## config.mk

```make
export PLATFORM = sky130hd
export DESIGN_NAME = srv_back
export DESIGN_NICKNAME = d
export VERILOG_FILES = /design/src/hw/rtl/srv_pkg.sv /design/src/hw/rtl/srv_back.sv
export SDC_FILE = /design/constraint.sdc
export NUM_CORES = 2
export LEC_CHECK = 0
export BUFFER_PORTS_ARGS = -buffer_cell sky130_fd_sc_hd__clkbuf_2
export CAP_MARGIN = 0
export CORE_MARGIN = 2
export CORE_UTILIZATION = 46
export DETAILED_ROUTE_END_ITERATION = 10
export GPL_TIMING_DRIVEN = 0
export PLACE_DENSITY_LB_ADDON = 0.12
export RECOVER_POWER = 25
export SLEW_MARGIN = 20
export SYNTH_ARGS = -nofsm -noshare
export SYNTH_HDL_FRONTEND = slang
export SYNTH_SLANG_ARGS = --single-unit
export TNS_END_PERCENT = 30
```

## constraint.sdc

```tcl
create_clock -name clk -period 5.3 [get_ports clk]
set_input_delay 0.795 -clock clk [delete_from_list [all_inputs] [get_ports clk]]
set_output_delay 0.795 -clock clk [all_outputs]
set_load 0.02 [all_outputs]
```

## src/hw/rtl/srv_pkg.sv

```systemverilog
package srv_pkg;

    localparam int FRAC_BITS = 16;
    localparam int DW        = 18;   // input component width
    localparam int OW        = 20;   // output component width
    localparam int SQ_W      = 40;   // radicand width
    localparam int ROOT_W    = 20;   // square root width
    localparam int REM_W     = 22;   // partial remainder width
    localparam int N_CELLS   = ROOT_W;

    localparam logic signed [OW-1:0] OUT_MAX = {1'b0, {(OW-1){1'b1}}};
    localparam logic signed [OW-1:0] OUT_MIN = {1'b1, {(OW-1){1'b0}}};

    // Everything the back end needs, carried beside the root computation.
    typedef struct packed {
        logic [2:0][OW-1:0] p;
        logic [2:0][DW-1:0] n;
        logic               sat;
    } srv_carry_t;

    typedef struct packed {
        logic [SQ_W-1:0]   x;
        logic [REM_W-1:0]  rem;
        logic [ROOT_W-1:0] root;
        srv_carry_t        carry;
    } srv_cell_t;

endpackage

```

## src/hw/rtl/srv_back.sv

```systemverilog
module srv_back (
    input  logic                        clk,
    input  logic                        rst_n,
    input  logic                        in_vld,
    output logic                        in_rdy,
    input  srv_pkg::srv_cell_t          in_data,
    output logic                        out_vld,
    input  logic                        out_rdy,
    output logic [2:0][srv_pkg::OW-1:0] out_o,
    output logic                        out_sat
);
    import srv_pkg::*;

    localparam logic signed [38:0] RND39 = 39'sd1 <<< (FRAC_BITS - 1);

    logic               v1_reg, v2_reg;
    logic               rdy1, rdy2;
    logic signed [38:0] sn_reg [3];
    logic [2:0][OW-1:0] p1_reg;
    logic               sat1_reg;
    logic [2:0][OW-1:0] o_reg;
    logic               sat2_reg;
    logic [2:0][OW-1:0] o_next;
    logic               sat_next;

    assign rdy2    = ~v2_reg | out_rdy;
    assign rdy1    = ~v1_reg | rdy2;
    assign in_rdy  = rdy1;
    assign out_vld = v2_reg;
    assign out_o   = o_reg;
    assign out_sat = sat2_reg;

    always_comb
    begin
        logic signed [38:0] o;
        sat_next = sat1_reg;
        for (int i = 0; i < 3; i++)
        begin
            o = 39'($signed(p1_reg[i])) - ((sn_reg[i] + RND39) >>> FRAC_BITS);
            if (o > 39'(OUT_MAX))
            begin
                o_next[i] = OUT_MAX;
                sat_next  = 1'b1;
            end
            else if (o < 39'(OUT_MIN))
            begin
                o_next[i] = OUT_MIN;
                sat_next  = 1'b1;
            end
            else
            begin
                o_next[i] = o[OW-1:0];
            end
        end
    end

    always_ff @(posedge clk or negedge rst_n)
    begin
        if (!rst_n)
        begin
            v1_reg <= 1'b0;
            v2_reg <= 1'b0;
        end
        else
        begin
            if (rdy1)
            begin
                v1_reg <= in_vld;
            end
            if (rdy2)
            begin
                v2_reg <= v1_reg;
            end
        end
    end

    always_ff @(posedge clk)
    begin
        if (rdy1)
        begin
            for (int i = 0; i < 3; i++)
            begin
                sn_reg[i] <= $signed({1'b0, in_data.root}) * $signed(in_data.carry.n[i]);
            end
            p1_reg   <= in_data.carry.p;
            sat1_reg <= in_data.carry.sat;
        end
        if (rdy2)
        begin
            o_reg    <= o_next;
            sat2_reg <= sat_next;
        end
    end

endmodule

```

==> key figures <==
Run status
  • Status: complete, but fails checks
  • Failing checks: negative setup slack

Place
  • Port buffer count: approximately 140
  • Placed cell areas: 0.04932 mm^2
  • Setup slack after placement: -3.120 ns
  • RePlAce Congestion: approximately 0.95
  • Final HPWL DP: 113.1 mm

Timing
  • Final Hold Fails: 0
  • Max_slew headroom: 0.1137
  • Slew of the pin with the lowest slew margin: about 1.3 ns
  • Post-route clock period utilization: 1.208
  • Max Slew Vio Count: 0
  • Tmin final: about 6.4 ns
  • # setup viols final: 71
  • RSZ-0062 raised after global routing: yes
  • Setup TNS: -46.77 ns
  • Worst Skew: 0.01409 ns
  • Final WS setup: -1.103 ns
  • FMAX: 156.2 MHz

Layout
  • Fillers: about 9,000
  • Max reg flops: 72
  • Area added between synthesis and finish: 17.47%
  • Share of cells above drive strength 1: 0.1565
  • Multi-input gate area: between 0.03 and 0.04 mm^2
  • Nets: roughly 6,800
  • Register area: roughly 0.006 mm^2
  • Post-route cell area: between 0.05 and 0.06 mm^2

Floorplanning
  • # rows: 115
  • Die Span Y: around 320 um
  • DIE AREA: slightly above 0.1 mm^2
  • Initial Utilization: 0.4633
  • # IOs: around 260
  • Core Region: ~0.098 mm^2
  • Die X: approximately 320 um

Synthesis
  • Cells after Synth: 4,922
  • Synth Register Bits: approximately 200
  • Yosys warns: 0
  • Post-synth EDFFs: 194
  • Cell Area, Synth: about 0.045 mm^2
  • Register area share after synthesis: 0.1292
  • Post-synth top cells: 1,125 x inv_1, 864 x fa_1, 716 x nand2_1
  • Post-synth net total: between 6,000 and 7,000
  • Top cell type's share of synthesized area: 0.3805
  • Synth top area cells: fa_1 38%, ha_1 13%, edfxtp_1 13%
  • Yosys top cell by area: fa_1
  • Count leader, synth: inv_1
  • Synth cell types: 80
  • Synth Flop Type: edfxtp_1
  • FFs w/ async S/R, synth: 0.01020
  • Post-Syn Area per Cell: slightly above 9 um^2

Detailed routing
  • Wire per inst: approximately 22 um
  • Drt first pass iters: 6
  • Antenna Nets Post-Route: 0
  • Initial DRC count: 2,589
  • Final WL: around 140 mm
  • Via count: 35,000
  • Drt drc: 0
  • Vias per inst: 5.336

Critical path
  • CP Data Arrival Time: 6.68 ns
  • CP Launch Type: input pin
  • CP required: ~5.6 ns
  • Crit Path Class: in2reg
  • CP Capture Type: flop
  • CP Max Fanout: 10

Worst hold path
  • Worst hold-check path type: in2reg

Global routing
  • Global-route wire length before repair: about 210 mm
  • Largest net degree at the start of global routing: 42
  • Antenna violations before repair: 26
  • Total grt overflow: 0
  • Vias in the first global route: around 36,000
  • Global-route usage over all layers: 0.2828

Clocking
  • Clk buf depth: 2
  • Clock Sinks: ~200
  • Root buffer cell: clkbuf_16
  • Clk slew on worst S/H paths: 0.09 ns
  • Clk Latency, worst-skew pair: about 0.52 ns
  • Htree depth: 4
  • Num CTS Buffers: 17
  • TritonCTS clock tree: built

Job
  • Max-capacitance violation count: 0
## worst max-delay path, stage by stage
cell       delay, ns
clkbuf_16       0.15
buf_4           0.25
and2_1          0.19
fa_1            0.46
fa_2            0.50
fa_1            0.55
fa_1            0.55
fa_1            0.50
inv_1           0.05
fa_1            0.48
inv_1           0.06
ha_4            0.24
a211oi_4        0.26
o22ai_2         0.10
nand3b_1        0.24
a21oi_4         0.28
o32ai_4         0.15
o211ai_1        0.23
o21ai_2         0.11
o22a_1          0.20
a21oi_2         0.19
xnor2_2         0.10
## per-stage QoR
step	hold slack (ns)	utilization	std cells
final	0.4343	0.5442	6559
after global routing	0.4100	0.5440	6553
after CTS	0.3978	0.5297	6462
after detailed placement	0.4573	0.5026	6356
after global placement	0.4497	0.5007	6344
after floorplan	0.4351	-	4922
## cell families (layout without fill, tap and decap cells)
family | Yosys count | count (layout) | share of synthesized area
muxes | 3 | 3 | 0.0006606
buffers and inverters | 1366 | 1703 | 0.1131
xor gates and xnor gates | 188 | 188 | 0.03622
and+or+nand+nor | 1448 | 1448 | 0.1546
DFF | 196 | 196 | 0.1292
adders and majority gates | 1332 | 1332 | 0.5093
AOI/OAI and AO/OA | 389 | 389 | 0.05692
other | 0 | 13 | 0
## final timing paths
path / start / depth (start not counted) / to / slack, ns
setup / recovery: in_data[120] / 22 / sn_reg[0][112] / -1.10
hold / removal: in_data[91] / 1 / p1_reg[36] / 0.43
setup reg to reg: sn_reg[0][56] / 17 / out_sat / 0.19
hold reg to reg: v1_reg / 1 / out_vld / 0.48
max in group asynchronous: rst_n / 2 / out_vld / 4.60
min in group asynchronous: rst_n / 2 / v1_reg / 0.58
## repair_timing
item | CTS | global route
setup endpoints to repair | 88 | 100
resized for setup | 320 | 274
cloned | 3 | 6
hold endpoints to repair | 2 | 0
hold buffers | 1 | 0
pin swaps | 86 | 102
setup buffers | 71 | 81
## metal layers
metal  up-vias  track usage  wire length [um]
met2      1325       0.4464             64470
li1      15550            -                 -
met4        12      0.08552              4572
met5         -            0               115
met3       263      0.06506             13410
met1     17850       0.3883             59520
## cells in the final DEF (no fill, tap or decap), types with 45 or more instances in the layout
| master | instances |
|---|---|
| clkbuf_2 | 196 |
| nand2b_1 | 48 |
| xor2_1 | 95 |
| buf_4 | 125 |
| fa_1 | 828 |
| a21oi_1 | 90 |
| nor2_1 | 76 |
| ha_1 | 436 |
| nand2_1 | 686 |
| nand3_1 | 45 |
| and2_1 | 363 |
| inv_1 | 1089 |
| a21o_1 | 56 |
| nor2b_1 | 47 |
| o21ai_0 | 64 |
| edfxtp_1 | 194 |
| clkbuf_16 | 75 |
| xnor2_1 | 89 |
## cell type report
| class | instances | area share |
|---|---|---|
| flip-flops and latches | 196 | 0.1100 |
| well taps | 1287 | 0.03015 |
| diodes | 13 | 0.0006092 |
| clock buffers | 17 | 0.007966 |
| clock inverters | 14 | 0.002788 |
| repair buffers | 308 | 0.04456 |
| plain buffers | 239 | 0.05497 |
| inverters | 1125 | 0.07908 |
| multi-input cells | 3360 | 0.6698 |
Power is not shown: default switching activity piles up to over one toggle a cycle in this logic, so the estimate is an artifact.
