==> src/hw/rtl/srv_pkg.sv <==
package srv_pkg;

    localparam int FRAC_BITS = 16;
    localparam int DW        = 18;   // input component width
    localparam int OW        = 20;   // output component width
    localparam int SQ_W      = 40;   // radicand width
    localparam int ROOT_W    = 20;   // square root width
    localparam int REM_W     = 22;   // partial remainder width
    localparam int N_CELLS   = ROOT_W;

    localparam logic signed [OW-1:0] OUT_MAX = {1'b0, {(OW-1){1'b1}}};
    localparam logic signed [OW-1:0] OUT_MIN = {1'b1, {(OW-1){1'b0}}};

    // Everything the back end needs, carried beside the root computation.
    typedef struct packed {
        logic [2:0][OW-1:0] p;
        logic [2:0][DW-1:0] n;
        logic               sat;
    } srv_carry_t;

    typedef struct packed {
        logic [SQ_W-1:0]   x;
        logic [REM_W-1:0]  rem;
        logic [ROOT_W-1:0] root;
        srv_carry_t        carry;
    } srv_cell_t;

endpackage

==> src/hw/rtl/srv_sqrt_cell.sv <==
module srv_sqrt_cell (
    input  logic               clk,
    input  logic               rst_n,
    input  logic               in_vld,
    output logic               in_rdy,
    input  srv_pkg::srv_cell_t in_data,
    output logic               out_vld,
    input  logic               out_rdy,
    output srv_pkg::srv_cell_t out_data
);
    import srv_pkg::*;

    logic      vld_reg;
    srv_cell_t data_reg;
    srv_cell_t data_next;

    assign in_rdy   = ~vld_reg | out_rdy;
    assign out_vld  = vld_reg;
    assign out_data = data_reg;

    // One digit of the restoring square root: bring down two radicand bits
    // and try to subtract 4*root + 1.
    always_comb
    begin
        logic [REM_W+1:0] rem_ext;
        logic [REM_W+1:0] trial;
        rem_ext   = {in_data.rem, in_data.x[SQ_W-1 -: 2]};
        trial     = {2'b00, in_data.root, 2'b01};
        data_next = in_data;
        data_next.x = {in_data.x[SQ_W-3:0], 2'b00};
        if (rem_ext >= trial)
        begin
            data_next.rem  = REM_W'(rem_ext - trial);
            data_next.root = {in_data.root[ROOT_W-2:0], 1'b1};
        end
        else
        begin
            data_next.rem  = rem_ext[REM_W-1:0];
            data_next.root = {in_data.root[ROOT_W-2:0], 1'b0};
        end
    end

    always_ff @(posedge clk or negedge rst_n)
    begin
        if (!rst_n)
        begin
            vld_reg <= 1'b0;
        end
        else if (in_rdy)
        begin
            vld_reg <= in_vld;
        end
    end

    always_ff @(posedge clk)
    begin
        if (in_rdy)
        begin
            data_reg <= data_next;
        end
    end

endmodule

==> config.mk <==
export PLATFORM = sky130hd
export DESIGN_NAME = srv_sqrt_cell
export DESIGN_NICKNAME = d
export VERILOG_FILES = /design/src/hw/rtl/srv_pkg.sv /design/src/hw/rtl/srv_sqrt_cell.sv
export SDC_FILE = /design/constraint.sdc
export NUM_CORES = 1
export LEC_CHECK = 0
export ABC_AREA = 0
export BUFFER_PORTS_ARGS = -buffer_cell sky130_fd_sc_hd__buf_2
export CAP_MARGIN = 20
export CORE_AREA = 2 2 156 158
export CTS_CLUSTER_SIZE = 16
export DETAILED_ROUTE_END_ITERATION = 16
export DIE_AREA = 0 0 158 160
export GPL_ROUTABILITY_DRIVEN = 0
export PLACE_DENSITY = 0.65
export SYNTH_ARGS = -nofsm -noshare
export SYNTH_HDL_FRONTEND = slang
export SYNTH_SLANG_ARGS = --single-unit
==> constraint.sdc <==
create_clock -name clk -period 7.6 [get_ports clk]
set_input_delay 1.52 -clock clk [delete_from_list [all_inputs] [get_ports clk]]
set_output_delay 1.52 -clock clk [all_outputs]
set_load 0.05 [all_outputs]
==> results of run 1 <==
path summary, 6_finish.rpt:
kind / end / cells past startpoint / start / slack, ns
worst max register to register: out_data[26] / 2 / out_vld / 5.17
worst min register to register: out_data[109] / 1 / out_vld / 1.27
min in group clk: out_data[65] / 1 / in_data[65] / 1.25
max in group asynchronous: out_vld / 1 / rst_n / 6.65
worst min-delay path: out_vld / 1 / rst_n / 0.86
worst max-delay path: in_rdy / 3 / out_rdy / 3.37
power groups by stage:
stage	registers, W	logic [W]	clock network [W]
after floorplan	0.00167	0.000149	0
after global placement	0.00134	0.000646	0
after detailed placement	0.00134	0.000651	0
after CTS	0.00132	0.000654	0.000950
after global routing	0.00133	0.000679	0.000982
final	0.00132	0.000650	0.000920
sequential cells by signal, indices dropped and copies added (netlist names):
| signal | count |
|---|---|
| out_data | 195 |
| out_vld | 1 |
final cells by class:
type                            instances  area share
Sequential cell                       196       0.558
Timing Repair Buffer                  399       0.190
Multi-Input combinational cell        200       0.144
Clock buffer                           17      0.0403
Tap cell                              324      0.0384
Clock inverter                         15      0.0176
Inverter                               29      0.0103
Antenna cell                            6     0.00142
cells in the mapped netlist (2+ instances only):
library cell	count
a31oi_1	2
o41ai_2	3
nand4_1	4
nand3_1	10
xor2_1	3
edfxtp_1	195
a211o_1	2
nor3_1	3
buf_4	2
nor2_1	14
o31ai_1	4
a211oi_1	3
buf_2	3
nor3b_1	4
and3_1	3
nor4_1	2
o21bai_1	2
nand2_1	17
mux2i_1	2
o211ai_1	2
a21oi_1	22
ha_1	22
a21o_1	6
inv_1	29
mux2_2	3
mux2_4	10
o21ai_0	16
buf_6	3
o21a_1	5
nand2b_1	4
xnor2_1	11
routing by layer:
layer / track usage / up-vias / part of all wire
met5: 0 / - / 0.0013
met2: 0.304 / 246 / 0.49
li1: - / 2500 / -
met4: 0.0733 / 4 / 0.028
met1: 0.215 / 2645 / 0.39
met3: 0.0540 / 33 / 0.087
cell families after synthesis:
kind of cell,Yosys count,share of synthesized area
flops,196,0.776
compound gates,78,0.0730
simple gates,69,0.0466
buf+inv,39,0.0240
fa+ha+maj,22,0.0363
mux,15,0.0269
xor+xnor,14,0.0162
other cells,1,0.000495
critical path, cell delays in order:
cell and delay, ns:
buf_2 0.08, nand2b_4 0.68, buf_2 0.40
stage by stage:
step / cell area, um2 / utilization / hold WS [ns]
CTS: 10500 / 0.442 / 0.835
detailed placement: 9920 / 0.416 / 1.26
global placement: 9920 / 0.416 / 1.24
finish: 10500 / 0.443 / 0.862
floorplan: 7580 / - / 1.22
global route: 10500 / 0.442 / 0.833
==> out/qor.yml, run 1 <==
status: "finished clean"
timing.final.ws_setup_ns: 3.37
ys_top_cells_by_area: "edfxtp_1, ha_1, mux2_4, a21oi_1, inv_1"
root_buffer: "clkbuf_16"
die_area_um2: 25300
crit_path_start_kind: "input pin"
min_period_over_period: 0.556
yosysTopAreaCell: "edfxtp_1"
fillerInstances: 2254
worst-path-max-fanout: 65
ys.flop_type: "edfxtp_1"
finClkSkew_ns: 0.0208
drt_iter0_markers: 460
synth_edf_count: 195
setup_violations: 0
ant_nets: 0
seq_area_frac_synth: 0.776
grt_pass1_vias: 5233
overflow: 0
cts_tree: "yes"
p_per_area_nw_per_um2: 274
endpoint_kind: "primary output"
ir_drop_mv: 0.126
wl_mm: 23.8
port_buffers: 397
pwr-share-seq: 0.457
final_cell_mix: "buf_2, edfxtp_1, inv_1, a21oi_1, ha_1"
p_total_w: 0.00289
grt.total_usage: 0.181
combPwrFrac: 0.225
place_ws_ns: 3.36
cts_hold_buf: 0
slew_viol_final: 0
place_inst: 1148
vias_per_cell: 4.58
hold_viol: 0
cts_setup_buffers: 0
final.setup.tns_ns: 0
fp.dieH_um: 160
layout_commonest_cell: "buf_2"
synth-seq-cells: 196
p_sw_w: 0.000978
leakage_nw: 4.61
clk_path_buf_depth: 2
place_hpwl_mm: 18.3
critPathKind: "input pin to primary output"
clk_pin_slew_worst_paths_ns: 0.07
p_int_w: 0.00191
power.share.switching: 0.338
syn_area_per_cell_um2: 17.5
period_needed_ns: 4.23
num_vias: 5428
numCtsBuffers: 17
slew_headroom: 0.352
yosys.area.top_type_share: 0.773
ys_warn_count: 0
die_x_um: 158
rows: 57
max_freq_mhz: 237
ioPinCount: 400
antenna_found_initial: 7
synthesis.area_um2: 7570
multi_input_area_um2: 1520
drtPass1Iterations: 5
ys_types: 54
clock_latency_ns: 0.44
hold_class: "input pin to async pin"
wire_per_inst_um: 20.0
fin_nets: 1066
syn_to_final_growth_pct: 39.2
rsz0062_at_grt: "false"
htree_levels: 4
syn_inst: 434
seq_area_um2: 5880
drc_errors: 0
drv_cap: 0
clkPwrFrac: 0.318
start_util: 0.318
cp.required_ns: 6.08
fin_cells: 1186
cts_resized: 0
async_flop_share: 0.00510
cts.sinks: 196
core-area_um2: 23800
drive_gt1_frac: 0.533
arrival_ns: 2.71
tightest_slew_ns: 0.972
grt_max_degree: 76
grt_pass1_wl_mm: 33.0
(Power assumes the default switching activity.)
==> inputs of run 2 (changes only) <==
--- a/config.mk
+++ b/config.mk
@@ -8,12 +8,12 @@
 export ABC_AREA = 0
 export BUFFER_PORTS_ARGS = -buffer_cell sky130_fd_sc_hd__buf_2
 export CAP_MARGIN = 20
-export CORE_AREA = 2 2 156 158
+export CORE_AREA = 2 2 154 156
 export CTS_CLUSTER_SIZE = 16
 export DETAILED_ROUTE_END_ITERATION = 16
-export DIE_AREA = 0 0 158 160
+export DIE_AREA = 0 0 156 158
 export GPL_ROUTABILITY_DRIVEN = 0
-export PLACE_DENSITY = 0.65
+export PLACE_DENSITY = 0.64
 export SYNTH_ARGS = -nofsm -noshare
 export SYNTH_HDL_FRONTEND = slang
 export SYNTH_SLANG_ARGS = --single-unit
==> constraint.sdc (replaced) <==
create_clock -name clk -period 4.07 [get_ports clk]
set_input_delay 0.814 -clock clk [delete_from_list [all_inputs] [get_ports clk]]
set_output_delay 0.814 -clock clk [all_outputs]
set_load 0.05 [all_outputs]
==> out/qor.yml, run 2 (same netlist as run 1, synthesis figures left out) <==
status: "finished clean"
reg2reg_to: "out_data[163]"
drv_cap: 0  # unchanged
max_freq_mhz: 339
drc_errors: 0  # unchanged
fin_nets: 1066  # unchanged
slew_viol_final: 0  # unchanged
cp.required_ns: 4.25  # -1.83 ns
slew_headroom: 0.578  # +0.226
layout_commonest_cell: "buf_2"
reg2reg_depth: 2  # unchanged
final.setup.tns_ns: 0  # unchanged
hold_viol: 0  # unchanged
cts_hold_buf: 0  # unchanged
syn_to_final_growth_pct: 38.2
cts_resized: 0  # unchanged
grt_pass1_vias: 5216  # -0.32%
ant_nets: 0  # unchanged
wl_mm: 23.7  # -0.15%
grt.total_usage: 0.183  # +0.00266
place_hpwl_mm: 18.6  # +1.6%
cts_tree: "yes"
antenna_found_initial: 7  # unchanged
critPathKind: "input pin to flip-flop"
drive_gt1_frac: 0.532  # -0.000547
root_buffer: "clkbuf_16"
hold_class: "input pin to async pin"
period_needed_ns: 2.95
ioPinCount: 400  # unchanged
start_util: 0.329  # +0.0106
endpoint_kind: "flip-flop"
fillerInstances: 2103  # -6.7%
drtPass1Iterations: 6  # +1
port_buffers: 397  # unchanged
wire_per_inst_um: 20.7  # +3.2%
core-area_um2: 23100  # -3.2%
drt_iter0_markers: 387  # -16%
rsz0062_at_grt: "false"
fp.dieH_um: 158  # -1.3%
min_period_over_period: 0.725
cts.sinks: 196  # unchanged
worst-path-max-fanout: 23  # -65%
r2r_start: "out_vld"
hold_slack_ns: 0.150  # -0.711 ns
htree_levels: 4  # unchanged
setup_violations: 0  # unchanged
crit_chain: "buf_2, inv_1, ha_1, a21o_1, or2_1, o21bai_4, a211o_1, and2_4, mux2_2"
num_vias: 5429  # +0.018%
cp-startpoint: "in_data[118]"
cts_setup_buffers: 0  # unchanged
numCtsBuffers: 17  # unchanged
max_stage_delay_ns: 0.46  # -0.22 ns
vias_per_cell: 4.73  # +3.4%
die_area_um2: 24600  # -2.5%
rows: 56  # -1.8%
crit_path_start_kind: "input pin"
p_total_w: 0.00533  # +84%
reg2reg_slack_ns: 2.40  # -2.77 ns
clk_path_buf_depth: 2  # unchanged
die_x_um: 156  # -1.3%
grt_pass1_wl_mm: 32.3  # -2.1%
leakage_nw: 4.60  # -0.14%
clk_pin_slew_worst_paths_ns: 0.07  # about the same
overflow: 0  # unchanged
largest_reg_flops: 195  # unchanged
ir_drop_mv: 0.278  # +120%
cpMaxStageDelayCell: "and2_4"
final_cell_mix: "buf_2, edfxtp_1, inv_1, a21oi_1, ha_1"
worstSetupEndpoint: "out_data[140]"
grt_max_degree: 92  # +21%
tightest_slew_ns: 0.631  # -0.342 ns
arrival_ns: 3.14  # +0.43 ns
clock_latency_ns: 0.43  # about the same
p_per_area_nw_per_um2: 509  # +86%
finClkSkew_ns: 0.0148  # -0.00602 ns
[run 2: cell count changes in the layout (fill, tap and decap cells not counted), moves of 2 or more]
cell	delta
clkinv_4	+2
inv_8	+2
diode_2	-4
buf_12	+2
buf_4	-2
clkinv_8	-6
[run 2: how the worst min path moves through the flow]
stage               start       to  slack [ns]  cells after the start
detailed placement  rst_n  out_vld        0.59                      1
global placement    rst_n  out_vld        0.59                      1
floorplan           rst_n  out_vld        0.52                      0
global route        rst_n  out_vld        0.13                      1
finish              rst_n  out_vld        0.15                      1
CTS                 rst_n  out_vld        0.12                      1
[run 2: worst max-delay path: cells and delay by family]
family / cells / cell delay [ns]
AO/OA/AOI/OAI: 3 / 0.70
adder cells (fa/ha/maj): 1 / 0.38
buffers and inverters: 2 / 0.13
multiplexers: 1 / 0.38
AND/OR/NAND/NOR: 2 / 0.72
[run 2: power breakdown]
part           total (W)  internal [W]  switching (W)  leakage, nW
sequential       0.00246       0.00242      0.0000415         1.97
clock            0.00165      0.000819       0.000832        0.274
combinational    0.00121      0.000311       0.000903         2.36
[run 2: layer usage]
metal  part of all wire  GRT usage
met1               0.38      0.214
met5             0.0011          0
met2               0.51      0.318
met3              0.090     0.0638
met4              0.020     0.0564
[run 2: final cells by class]
cell class / count / area, um2 / area share
sequential: 196 / 5880 / 0.562
timing repair buffer: 399 / 2030 / 0.194
multi-input combinational: 200 / 1520 / 0.145
clock buffer: 18 / 429 / 0.0410
tap: 290 / 363 / 0.0347
clock inverter: 13 / 133 / 0.0127
inverter: 29 / 109 / 0.0104
antenna: 2 / 5.00 / 0.000478
[run 2: stage by stage]
stage	util	instance area, um2	setup slack (ns)	std cells
after floorplan	-	7580	0.950	435
after global placement	0.430	9900	0.734	1114
after detailed placement	0.430	9900	0.647	1114
after CTS	0.454	10500	1.11	1145
after global routing	0.454	10500	1.00	1146
final	0.454	10500	1.12	1147
==> inputs of run 3 (changes only) <==
--- a/config.mk
+++ b/config.mk
@@ -8,12 +8,12 @@
 export ABC_AREA = 0
 export BUFFER_PORTS_ARGS = -buffer_cell sky130_fd_sc_hd__buf_2
 export CAP_MARGIN = 20
-export CORE_AREA = 2 2 154 156
+export CORE_AREA = 2 2 156 158
 export CTS_CLUSTER_SIZE = 16
 export DETAILED_ROUTE_END_ITERATION = 16
-export DIE_AREA = 0 0 156 158
+export DIE_AREA = 0 0 158 160
 export GPL_ROUTABILITY_DRIVEN = 0
-export PLACE_DENSITY = 0.64
+export PLACE_DENSITY = 0.65
 export SYNTH_ARGS = -nofsm -noshare
 export SYNTH_HDL_FRONTEND = slang
 export SYNTH_SLANG_ARGS = --single-unit
==> constraint.sdc (replaced) <==
create_clock -name clk -period 2.5 [get_ports clk]
set_input_delay 0.5 -clock clk [delete_from_list [all_inputs] [get_ports clk]]
set_output_delay 0.5 -clock clk [all_outputs]
set_load 0.05 [all_outputs]
==> out/qor.yml, run 3 (same netlist as run 1, synthesis figures left out) <==
syn_to_final_growth_pct: 46.9
wl_mm: 24.8  # +4.4%
htree_levels: 4  # unchanged
grt_pass1_wl_mm: 34.1  # +5.5%
crit_path_start_kind: "input pin"
min_period_over_period: 0.913
cts.sinks: 196  # unchanged
port_buffers: 397  # unchanged
ioPinCount: 400  # unchanged
hold_class: "input pin to flip-flop"
ir_drop_mv: 0.382  # +37%
layout_commonest_cell: "buf_2"
fillerInstances: 2246  # +6.8%
worst-path-max-fanout: 14  # -39%
slew_headroom: 0.664  # +0.0867
pwr-share-seq: 0.449  # -0.013
finClkSkew_ns: 0.00804  # -0.00678 ns
drt_iter0_markers: 323  # -17%
status: "finished clean"
p_per_area_nw_per_um2: 803  # +58%
period_needed_ns: 2.28
clk_pin_slew_worst_paths_ns: 0.09  # +0.02 ns
ant_nets: 0  # unchanged
place_hpwl_mm: 19.6  # +5.3%
numCtsBuffers: 17  # unchanged
p_total_w: 0.00893  # +68%
root_buffer: "clkbuf_16"
place_inst: 1209  # +8.5%
slew_viol_final: 0  # unchanged
grt_pass1_vias: 5561  # +6.6%
fp.dieH_um: 160  # +1.3%
arrival_ns: 2.47  # -0.67 ns
grt.total_usage: 0.187  # +0.00357
drv_cap: 0  # unchanged
antenna_found_initial: 15  # +8
drtPass1Iterations: 4  # -2
final_cell_mix: "buf_2, edfxtp_1, buf_4, inv_1, a21oi_1"
start_util: 0.318  # -0.0106
clock_latency_ns: 0.42  # about the same
combPwrFrac: 0.238  # +0.010
cp.required_ns: 2.68  # -1.57 ns
endpoint_kind: "flip-flop"
drc_errors: 0  # unchanged
drive_gt1_frac: 0.577  # +0.0452
clkPwrFrac: 0.313  # +0.003
largest_reg_flops: 195  # unchanged
num_vias: 5676  # +4.5%
die_x_um: 158  # +1.3%
overflow: 0  # unchanged
p_sw_w: 0.00301  # +69%
critPathKind: "input pin to flip-flop"
clk_path_buf_depth: 2  # unchanged
rsz0062_at_grt: "false"
seq_area_um2: 5880  # about the same
power.share.switching: 0.337  # +0.00315
grt_max_degree: 90  # -2.2%
die_area_um2: 25300  # +2.6%
vias_per_cell: 4.55  # -3.8%
fin_cells: 1247  # +8.7%
setup_violations: 0  # unchanged
fin_nets: 1128  # +5.8%
p_int_w: 0.00593  # +67%
leakage_nw: 4.93  # +7.1%
max_freq_mhz: 438
hold_viol: 0  # unchanged
wire_per_inst_um: 19.9  # -4.0%
core-area_um2: 23800  # +3.3%
tightest_slew_ns: 0.504  # -0.127 ns
cts_tree: "yes"
rows: 57  # +1.8%
multi_input_area_um2: 1600  # +5.3%
-- run 3: changes by cell type in the layout (fill, tap and decap cells not counted), moves of 3 or more --
cell,delta
ha_4,+5
diode_2,+3
buf_4,+60
ha_1,-5
clkinv_8,+5
clkinv_4,-3
-- run 3: final cells by class --
type | instances | share of cell area
clock buffers | 17 | 0.0382
clock inverters | 15 | 0.0161
diodes | 5 | 0.00112
flip-flops and latches | 196 | 0.529
well taps | 324 | 0.0364
repair buffers | 461 | 0.225
inverters | 29 | 0.0100
multi-input cells | 200 | 0.144
-- run 3: path summary, 6_finish.rpt --
| path | from | endpoint | slack [ns] | cells past startpoint |
|---|---|---|---|---|
| min in group asynchronous | rst_n | out_vld | 0.38 | 2 |
| hold / removal | in_data[107] | out_data[107] | 0.24 | 1 |
| setup reg to reg | out_vld | out_data[83] | 0.95 | 2 |
| hold reg to reg | out_vld | out_data[24] | 0.80 | 1 |
| max in group asynchronous | rst_n | out_vld | 2.02 | 2 |
| setup / recovery | in_data[124] | out_data[140] | 0.22 | 9 |
-- run 3: stage by stage --
stage	TNS, ns	hold WS (ns)	utilization	instance area (um2)	setup slack, ns
3_3_place_gp	-2.88	0.276	0.441	10500	-0.183
2_1_floorplan	-0.547	0.204	-	7680	-0.0536
3_5_place_dp	-4.89	0.285	0.441	10500	-0.274
4_1_cts	0	0.211	0.467	11100	0.198
6_report	0	0.235	0.467	11100	0.217
5_1_grt	0	0.205	0.467	11100	0.0675
-- run 3: repair_timing --
action / 4_1_cts / 5_1_grt
buffers inserted: 0 / 0
gates resized for setup: 0 / 0
endpoints found under the hold margin: 1 / 0
hold buffers: 1 / 0
-- run 3: metal layers --
metal  track usage  up-vias  part of all wire
met3        0.0703       36             0.094
met5             0        -            0.0032
met1         0.215     2790              0.38
met2         0.326      226              0.50
met4        0.0491       12             0.018
li1              -     2612                 -
-- run 3: worst max-delay path, stage by stage --
cell and delay [ns]:
buf_2 0.09, inv_1 0.04, ha_1 0.37, a21oi_1 0.19, o21ai_1 0.12, a21oi_1 0.23, o221a_2 0.23, and2_4 0.32
mux2_2 0.37
-- run 3: power groups by stage --
stage,registers (W),clock network [W],logic (W)
floorplan,0.00505,0,0.000480
global placement,0.00409,0,0.00212
detailed placement,0.00409,0,0.00214
CTS,0.00402,0.00289,0.00214
global route,0.00404,0.00300,0.00222
finish,0.00401,0.00280,0.00212
